**src/rtl/rcs_pkg.sv**
```systemverilog
// Package for the ROM image checksum: seeds, accumulator types and the word rotate.
`default_nettype none
package rcs_pkg;

  localparam int unsigned REGION_W = 19;

  localparam logic [31:0]       SEED32       = 32'hF8CA_4DDC;
  localparam logic [63:0]       SEED64       = 64'hF8CA_4DDC_F8CA_4DDC;
  localparam logic [REGION_W-1:0] REGION_RESET = 19'h4_0000;

  typedef struct packed {
    logic [63:0] sum_acc;
    logic [31:0] xor_acc;
    logic [31:0] rot_sum_acc;
    logic [31:0] select_acc;
    logic [31:0] mix_acc;
  } acc_t;

  // Everything the finishing stage needs from the last word of an image.
  typedef struct packed {
    logic [31:0]         first;
    logic [31:0]         rot_sum;
    logic [31:0]         rot_sel;
    logic [31:0]         mix;
    logic [REGION_W-1:0] missing;
    logic                overrun;
  } fin_t;

  function automatic acc_t seed_acc();
    acc_t a;
    a.sum_acc     = SEED64;
    a.xor_acc     = SEED32;
    a.rot_sum_acc = SEED32;
    a.select_acc  = SEED32;
    a.mix_acc     = SEED32;
    return a;
  endfunction

  // Rotate left by the word's own low five bits.
  function automatic logic [31:0] rotl_self(input logic [31:0] x);
    logic [63:0] dbl;
    dbl = {x, x} << x[4:0];
    return dbl[63:32];
  endfunction

endpackage
`default_nettype wire

```
**src/rtl/rcs_step.sv**
```systemverilog
// Per-word accumulator update: add, xor, self rotate, compare-selected xor and mix.
`default_nettype none
module rcs_step (
  input  wire logic [31:0]  data_word,
  input  wire rcs_pkg::acc_t acc,
  output rcs_pkg::acc_t     acc_nxt
);

  logic [31:0] rot_word;
  logic [63:0] sum_new;
  logic [31:0] rot_sum_new;

  always_comb begin
    rot_word    = rcs_pkg::rotl_self(data_word);
    sum_new     = acc.sum_acc + {32'd0, data_word};
    rot_sum_new = acc.rot_sum_acc + rot_word;

    acc_nxt.sum_acc     = sum_new;
    acc_nxt.xor_acc     = acc.xor_acc ^ data_word;
    acc_nxt.rot_sum_acc = rot_sum_new;
    // The compare uses the old select value, the xor the new low sum.
    if (acc.select_acc < data_word) begin
      acc_nxt.select_acc = acc.select_acc ^ sum_new[31:0] ^ data_word;
    end else begin
      acc_nxt.select_acc = acc.select_acc ^ rot_word;
    end
    acc_nxt.mix_acc = acc.mix_acc + (rot_sum_new ^ data_word);
  end

endmodule
`default_nettype wire

```
**src/rtl/rcs_finish.sv**
```systemverilog
// Finishing stage and result register: zero-padding product, final xors, output hold.
`default_nettype none
module rcs_finish (
  input  wire logic          clk,
  input  wire logic          rst_n,
  input  wire logic          fin_load,
  input  wire rcs_pkg::fin_t fin_in,
  output logic               fin_free,
  output logic               out_valid,
  input  wire logic          out_ready,
  output logic [31:0]        out_checksum_first,
  output logic [31:0]        out_checksum_second,
  output logic               out_overrun
);

  logic          fin_valid_r;
  rcs_pkg::fin_t fin_r;
  logic          out_valid_r;
  logic [31:0]   first_r;
  logic [31:0]   second_r;
  logic          overrun_r;
  logic          out_load;
  logic [31:0]   pad_prod;
  logic [31:0]   mix_padded;

  assign out_load = fin_valid_r && (!out_valid_r || out_ready);
  assign fin_free = !fin_valid_r || out_load;

  always_comb begin
    pad_prod   = fin_r.rot_sum * {13'd0, fin_r.missing};
    mix_padded = fin_r.mix + pad_prod;
  end

  always_ff @(posedge clk) begin
    if (!rst_n) begin
      fin_valid_r <= 1'b0;
      out_valid_r <= 1'b0;
    end else begin
      if (fin_load) begin
        fin_valid_r <= 1'b1;
      end else if (out_load) begin
        fin_valid_r <= 1'b0;
      end
      if (out_load) begin
        out_valid_r <= 1'b1;
      end else if (out_ready) begin
        out_valid_r <= 1'b0;
      end
    end
  end

  always_ff @(posedge clk) begin
    if (fin_load) begin
      fin_r <= fin_in;
    end
    if (out_load) begin
      first_r   <= fin_r.first;
      second_r  <= fin_r.rot_sel ^ mix_padded;
      overrun_r <= fin_r.overrun;
    end
  end

  assign out_valid           = out_valid_r;
  assign out_checksum_first  = first_r;
  assign out_checksum_second = second_r;
  assign out_overrun         = overrun_r;

endmodule
`default_nettype wire

```
**src/rtl/rom_image_checksum.sv**
```systemverilog
// Top level of the streaming ROM image checksum.
//
// Input channel: one 32-bit image word per beat (in_data_word), with
// in_last_word marking the final word of an image. A result beat on the
// output channel carries the two checksum words and an overrun flag.
// Words are taken at one per cycle while in_ready is high; the five accumulators and the word
// counter are updated in the cycle of the beat.
// When the last word is accepted, the image's totals move to a finishing
// register and the accumulators are reseeded at once, so the first word of
// the next image may follow whenever in_ready is high. The finishing stage
// multiplies the rotate sum by the number of missing words (zero padding up
// to cfg region_words) and feeds the result register, which raises out_valid
// once the totals have passed from the finishing register into it.
// A result waiting on a stalled receiver holds steady; one further image
// may complete into the finishing register behind it, after which in_ready
// falls until the receiver takes its beat.
// Reset (rst_n low, synchronous) reseeds all accumulators, clears the word
// count and overrun flag, sets region_words to 262144 and empties the stages.
// Configuration writes via cfg_wr_en take effect from the next word.
`default_nettype none
module rom_image_checksum (
  input  wire logic        clk,
  input  wire logic        rst_n,
  input  wire logic        cfg_wr_en,
  input  wire logic [18:0] cfg_wr_data,
  input  wire logic        in_valid,
  output logic             in_ready,
  input  wire logic [31:0] in_data_word,
  input  wire logic        in_last_word,
  output logic             out_valid,
  input  wire logic        out_ready,
  output logic [31:0]      out_checksum_first,
  output logic [31:0]      out_checksum_second,
  output logic             out_overrun
);

  logic [rcs_pkg::REGION_W-1:0] region_r;
  logic [rcs_pkg::REGION_W-1:0] word_count_r;
  logic [rcs_pkg::REGION_W-1:0] word_count_nxt;
  logic [rcs_pkg::REGION_W-1:0] missing;
  logic                         overrun_r;
  logic                         overrun_nxt;
  rcs_pkg::acc_t                acc_r;
  rcs_pkg::acc_t                acc_step;
  rcs_pkg::acc_t                acc_nxt;
  rcs_pkg::fin_t                fin;
  logic                         take;
  logic                         accept;
  logic                         fin_load;
  logic                         fin_free;

  rcs_step u_step (
    .data_word (in_data_word),
    .acc       (acc_r),
    .acc_nxt   (acc_step)
  );

  assign in_ready = fin_free;
  assign accept   = in_valid && in_ready;
  assign take     = word_count_r < region_r;
  assign fin_load = accept && in_last_word;

  always_comb begin
    if (take) begin
      acc_nxt        = acc_step;
      word_count_nxt = word_count_r + 19'd1;
      overrun_nxt    = overrun_r;
    end else begin
      acc_nxt        = acc_r;
      word_count_nxt = word_count_r;
      overrun_nxt    = 1'b1;
    end
    missing = (word_count_nxt < region_r) ? (region_r - word_count_nxt) : '0;

    fin.first   = acc_nxt.sum_acc[63:32] ^ acc_nxt.sum_acc[31:0] ^ acc_nxt.xor_acc;
    fin.rot_sum = acc_nxt.rot_sum_acc;
    fin.rot_sel = acc_nxt.rot_sum_acc ^ acc_nxt.select_acc;
    fin.mix     = acc_nxt.mix_acc;
    fin.missing = missing;
    fin.overrun = overrun_nxt;
  end

  always_ff @(posedge clk) begin
    if (!rst_n) begin
      region_r     <= rcs_pkg::REGION_RESET;
      acc_r        <= rcs_pkg::seed_acc();
      word_count_r <= '0;
      overrun_r    <= 1'b0;
    end else begin
      if (cfg_wr_en) begin
        region_r <= cfg_wr_data;
      end
      if (fin_load) begin
        acc_r        <= rcs_pkg::seed_acc();
        word_count_r <= '0;
        overrun_r    <= 1'b0;
      end else if (accept) begin
        acc_r        <= acc_nxt;
        word_count_r <= word_count_nxt;
        overrun_r    <= overrun_nxt;
      end
    end
  end

  rcs_finish u_finish (
    .clk                 (clk),
    .rst_n               (rst_n),
    .fin_load            (fin_load),
    .fin_in              (fin),
    .fin_free            (fin_free),
    .out_valid           (out_valid),
    .out_ready           (out_ready),
    .out_checksum_first  (out_checksum_first),
    .out_checksum_second (out_checksum_second),
    .out_overrun         (out_overrun)
  );

endmodule
`default_nettype wire

```
**config.mk**
```make
export PLATFORM = sky130hd
export DESIGN_NAME = rom_image_checksum
export DESIGN_NICKNAME = d
export VERILOG_FILES = /design/src/rtl/rcs_pkg.sv /design/src/rtl/rcs_step.sv /design/src/rtl/rcs_finish.sv /design/src/rtl/rom_image_checksum.sv
export SDC_FILE = /design/constraint.sdc
export NUM_CORES = 2
export LEC_CHECK = 0
export BUFFER_PORTS_ARGS = -buffer_cell sky130_fd_sc_hd__buf_2
export CORE_MARGIN = 4
export CORE_UTILIZATION = 35
export CTS_CLUSTER_DIAMETER = 120
export DETAILED_ROUTE_END_ITERATION = 6
export PLACE_DENSITY = 0.52
export SLEW_MARGIN = 20
export SYNTH_ARGS = -nofsm -noshare
export SYNTH_HDL_FRONTEND = slang
export SYNTH_SLANG_ARGS = --single-unit
```
**constraint.sdc**
```tcl
create_clock -name clk -period 10.9 [get_ports clk]
set_clock_uncertainty 0.1 [all_clocks]
set_input_delay 2.725 -clock clk [delete_from_list [all_inputs] [get_ports clk]]
set_output_delay 2.725 -clock clk [all_outputs]
set_load 0.01 [all_outputs]
```
Word level (Yosys, flattened, before mapping)
Cells that the tools add are included.
Storage, ports and cells
  bits in registers: 446
Cells by class
  add/subtract/negate cells: 6
  multiply operators: 1
  order comparisons: 3
  shift operators: 1
  multiplexer cells: 8
  bitwise operators: 10
  reductions and logical operators: 10
Operators with widths (number)
  $xor 32x32->32: 9
  $mux 192: 1
  $add 32x32->32: 3
  $add 64x32->64: 1
  $shl 64x5->64: 1
  $lt 19x19->1: 2
  $lt 32x32->1: 1
  $mul 32x19->32: 1
  $mux 32: 1
  $add 19x1->19 const B: 1
  $mux 19: 1
  $sub 19x19->19: 1
  $mux 1: 5
  $reduce_bool 2->1: 2
  $logic_and 1x1->1: 3
  $logic_not 1->1: 2
  $logic_or 1x1->1: 2
  $reduce_or 2->1: 1
  $not 1->1: 1

Logic depth before layout (Yosys ltp)
  depth after elaboration: 7
  gate-level depth with buffers: 32

By module
A second synthesis with hierarchy kept.
Second synthesis, totals
  cells, all modules: 4790
  area total of the unflattened synthesis: 43579.3 µm²
By module, submodules not included
  rcs_finish: times used 1, cells an instance 1881, area each 20866.3 µm²
  rom_image_checksum: times used 1, cells an instance 1628, area each 13030.0 µm²
  rcs_step: times used 1, cells an instance 1281, area each 9683.0 µm²

Worst setup path after synthesis
No wires, ideal clock.
  path type: input-to-reg
  start point: input in_data_word[1]
  end point: register u_finish.fin_r[51] (netlist bit), data pin
  data arrival time: 8253 ps
  path slack: 2286 ps
  cell stages on the path: 29
  path through: buf_2 -> buf_2 -> buf_2 -> mux4_2 -> mux2i_1 -> mux2i_1 -> mux2_2 -> ha_1 -> inv_1 -> fa_1 -> nor2b_1 -> o31ai_1 -> a211oi_1 -> o21ai_1 -> nand3b_1 -> a21o_1 -> a21o_1 -> a21oi_1 -> xnor2_1 -> xnor2_1 -> ha_1 -> nand2_1 -> or3_1 -> nor4b_1 -> nor2_1 -> o311a_1 -> xnor2_1 -> nor2_1 -> xor2_1
RTL lines
  start: declaration: line rom_image_checksum.sv:28  | input wire logic [31:0] in_data_word,
  end signal: assignment: line rcs_finish.sv:54  | fin_r <= fin_in;
  end: declaration: line rcs_finish.sv:17  | rcs_pkg::fin_t fin_r;

==> impl_summary.log <==
[metrics] area share of the leading cell type in the synthesized netlist: 0.1802
[metrics] max-slew violation total from the final report: 0
[metrics] count of cells resized by post-cts repair: 0
[metrics] number of cells on the critical path: 27
[metrics] placement row count: 126
[metrics] length of the first detailed-routing pass in iterations: 7
[metrics] clock root buffer: clkbuf_16
[metrics] arrival time worst endpoint: 9570 ps
[metrics] IO Pins: 124
[metrics] Setup CP Type: in2reg
[metrics] vias per std cell: ~5.1
[metrics] initial drt markers: ~1800
[metrics] overall die height: 353.0 um
[metrics] Post-CTS Hold Fix Bufs: 0
[metrics] # DRC: 0
[metrics] pin count of the biggest net entering global routing: 83
[metrics] type of element launching the critical path: input pin
[metrics] final WL: roughly 120000 um
[metrics] final weighted congestion in routability-driven placement: 0.8851
[metrics] DR WL/cell: 19.95 um
[metrics] number of cells on the worst reg-to-reg path: 23
[metrics] fin nets: 5285
[metrics] area added between synthesis and finish: 10.00%
[metrics] CTS tree: yes
[metrics] clock slew at reported path FFs: 60 ps
[metrics] mapped cell area: 41670 sq um
[metrics] buffering stage count on the worst path with inverters included: 2
[metrics] number of cells traversed by the worst hold path: 0
[metrics] most instantiated library cell after synthesis: nand2_1
[metrics] die footprint: 124600 sq um
[metrics] Setup Viol. Count Final: 0
[metrics] final HPWL from detailed placement: 94330 um
[metrics] post-route clock period utilization: 0.8518
[metrics] share of synthesized flip-flops with an asynchronous set or reset: 0
[metrics] clock sink total: 446
[metrics] number of max-cap violations: 0
[metrics] count of flip-flops with a built-in enable after synthesis: 213
[metrics] Max H-tree Level: 2
[metrics] vias in the first global route: 31500
[metrics] clock latency on the worst-skew pair: 650 ps
[metrics] peak per-stage delay on the critical path: 640 ps
[metrics] setup fix buffers added after clock tree synthesis: 0
[metrics] capturing element type of the critical path: flip-flop
[metrics] crit-path most repeated cell: xnor2_1
[metrics] status: finished clean
[metrics] cell type contributing the most total cell area after synthesis: fa_1
[metrics] effective utilization at floorplan: 0.3529
[metrics] top cells by area in the synthesized netlist: fa_1 (18%), edfxtp_1 (15%), dfxtp_1 (11%), xnor2_1 (7.5%), ha_1 (7.4%)
[metrics] Least-Margin Pin Slew: 1092 ps
[metrics] number of buffers on the longest clock path: 3
[metrics] detailed-route via count: 31310
[metrics] synthesized net count: approximately 5300
[metrics] Avg Synthesized Cell Area: around 9.1 sq um
[metrics] number of nets with antenna violations after routing: 0
[metrics] port bufs: around 120
[metrics] proportion of synthesized chip area in sequential cells: 0.2654
[metrics] number of warning messages in the yosys log: 0
[metrics] sum of overflow across all layers after global routing: 0
[metrics] synthesized instance count: 4577
[metrics] setup slack of the most critical reg-to-reg path: 2790 ps
[metrics] All-Layer GR Usage: 0.1970
[metrics] Final Hold Fails: 0
[metrics] Sum Neg Setup Slack: 0 ps
[metrics] global-route wire length before repair: 191100 um
[metrics] FF+latch count, synth: 446
[metrics] worst hold-check path type: reg2reg
[metrics] timing-limited maximum frequency: 107.7 MHz
[metrics] Worst EP required: 11190 ps
[metrics] layout cells sized above 1: 0.07454
[metrics] CP max stage cell: nor4b_1
[metrics] total CTS buffers: 55
[metrics] Core ar.: 118100 sq um
[metrics] Chip Width: between 300 and 400 um
[metrics] Commonest cells post-synth: nand2_1 (640), inv_1 (567), fa_1 (375), xnor2_1 (355), ha_1 (245)
[metrics] number of antenna violations at the first check in global routing: 5
[metrics] maximum fanout count along the critical path: 29
[metrics] Max-Slew Margin vs Limit: 0.2660
[metrics] leading register cell type out of synthesis: dfxtp_1
[metrics] gate family responsible for the most delay along the worst path: compound AO/OA/AOI/OAI gates
[metrics] Final Critical Period: 9285 ps
[metrics] unrepaired setup endpoints after global routing: no
[metrics] unique cell type count in the Yosys netlist: 82
layout make-up:
cell class                      instances  area [sq um]
Fill cell                           11860         72250
Multi-Input combinational cell       3364         27740
Sequential cell                       446         11060
Inverter                              570          2145
Tap cell                             1536          1922
Clock buffer                           65          1475
Timing Repair Buffer                  171         975.9
Clock inverter                         39         511.7
Antenna cell                            1         2.502
cells in the final DEF, fill, tap and decap left out, drive strengths merged, types with 24 or more instances in the layout:
| master | netlist | layout |
|---|---|---|
| mux2i | 121 | 121 |
| a211oi | 40 | 40 |
| o21ai | 171 | 171 |
| xor2 | 147 | 147 |
| ha | 245 | 245 |
| a21o | 75 | 75 |
| nor2 | 244 | 244 |
| nand4 | 25 | 25 |
| edfxtp | 213 | 213 |
| nor2b | 41 | 41 |
| and2 | 216 | 216 |
| clkbuf | 159 | 65 |
| o211ai | 42 | 42 |
| a21oi | 214 | 214 |
| or3 | 26 | 26 |
| inv | 568 | 578 |
| fa | 375 | 375 |
| buf | 38 | 171 |
| mux4 | 24 | 24 |
| and3 | 46 | 46 |
| nand2 | 640 | 640 |
| nand3 | 62 | 62 |
| nor3 | 52 | 52 |
| xnor2 | 355 | 355 |
| dfxtp | 233 | 233 |
flip-flops by register name, indices dropped and copies added, names as in the netlist:
signal                        flops
acc_r                           192
u_finish.fin_r                  148
u_finish.out_checksum_first      32
u_finish.out_checksum_second     32
region_r                         19
word_count_r                     19
overrun_r                         1
u_finish.fin_valid_r              1
u_finish.out_overrun              1
u_finish.out_valid                1
worst register-to-register path, delay by kind of cell, from the launching register on:
kind | cells | cell delay [ps]
AO/OA/AOI/OAI | 5 | 1600
XOR/XNOR | 1 | 140
adder cells (fa/ha/maj) | 8 | 3740
buffers and inverters | 5 | 630
flip-flops | 1 | 790
AND/OR/NAND/NOR | 4 | 860
worst paths after layout:
path                            start                                to
hold reg to reg   u_finish.fin_r[147]   u_finish.out_checksum_first[31]
setup reg to reg    u_finish.fin_r[9]  u_finish.out_checksum_second[30]
hold / removal    u_finish.fin_r[147]   u_finish.out_checksum_first[31]
setup / recovery      in_data_word[0]                u_finish.fin_r[51]
cells by family after synthesis:
family	Yosys count	synth area share
simple gates	1407	0.1566
flops	446	0.2654
buf+inv	767	0.06988
fa+ha+maj	620	0.2537
xor+xnor	507	0.1082
compound gates	669	0.09975
mux	161	0.04636
stage by stage:
stage | setup slack [ps] | instance area, sq um | utilization | hold slack (ps) | std cells
3_3_place_gp | 1073 | 43850 | 0.3713 | 302.1 | 6087
4_1_cts | 1687 | 45830 | 0.3881 | 312.4 | 6191
3_5_place_dp | 989.0 | 43850 | 0.3713 | 305.1 | 6087
5_1_grt | 1112 | 45830 | 0.3881 | 322.1 | 6191
6_report | 1615 | 45840 | 0.3882 | 315.8 | 6192
2_1_floorplan | 2286 | 41670 | - | 300.3 | 4577
routing by layer:
layer / wire (um) / track usage / part of all wire
met1: 58090 / 0.2741 / 0.47
met2: 56010 / 0.3199 / 0.45
met3: 5291 / 0.02505 / 0.043
met4: 4088 / 0.06139 / 0.033
met5: 14 / 0 / 0.00011
Power is left out: the tool's default activity adds up to more than one toggle a clock period on the data nets, which glitch-free logic cannot reach.
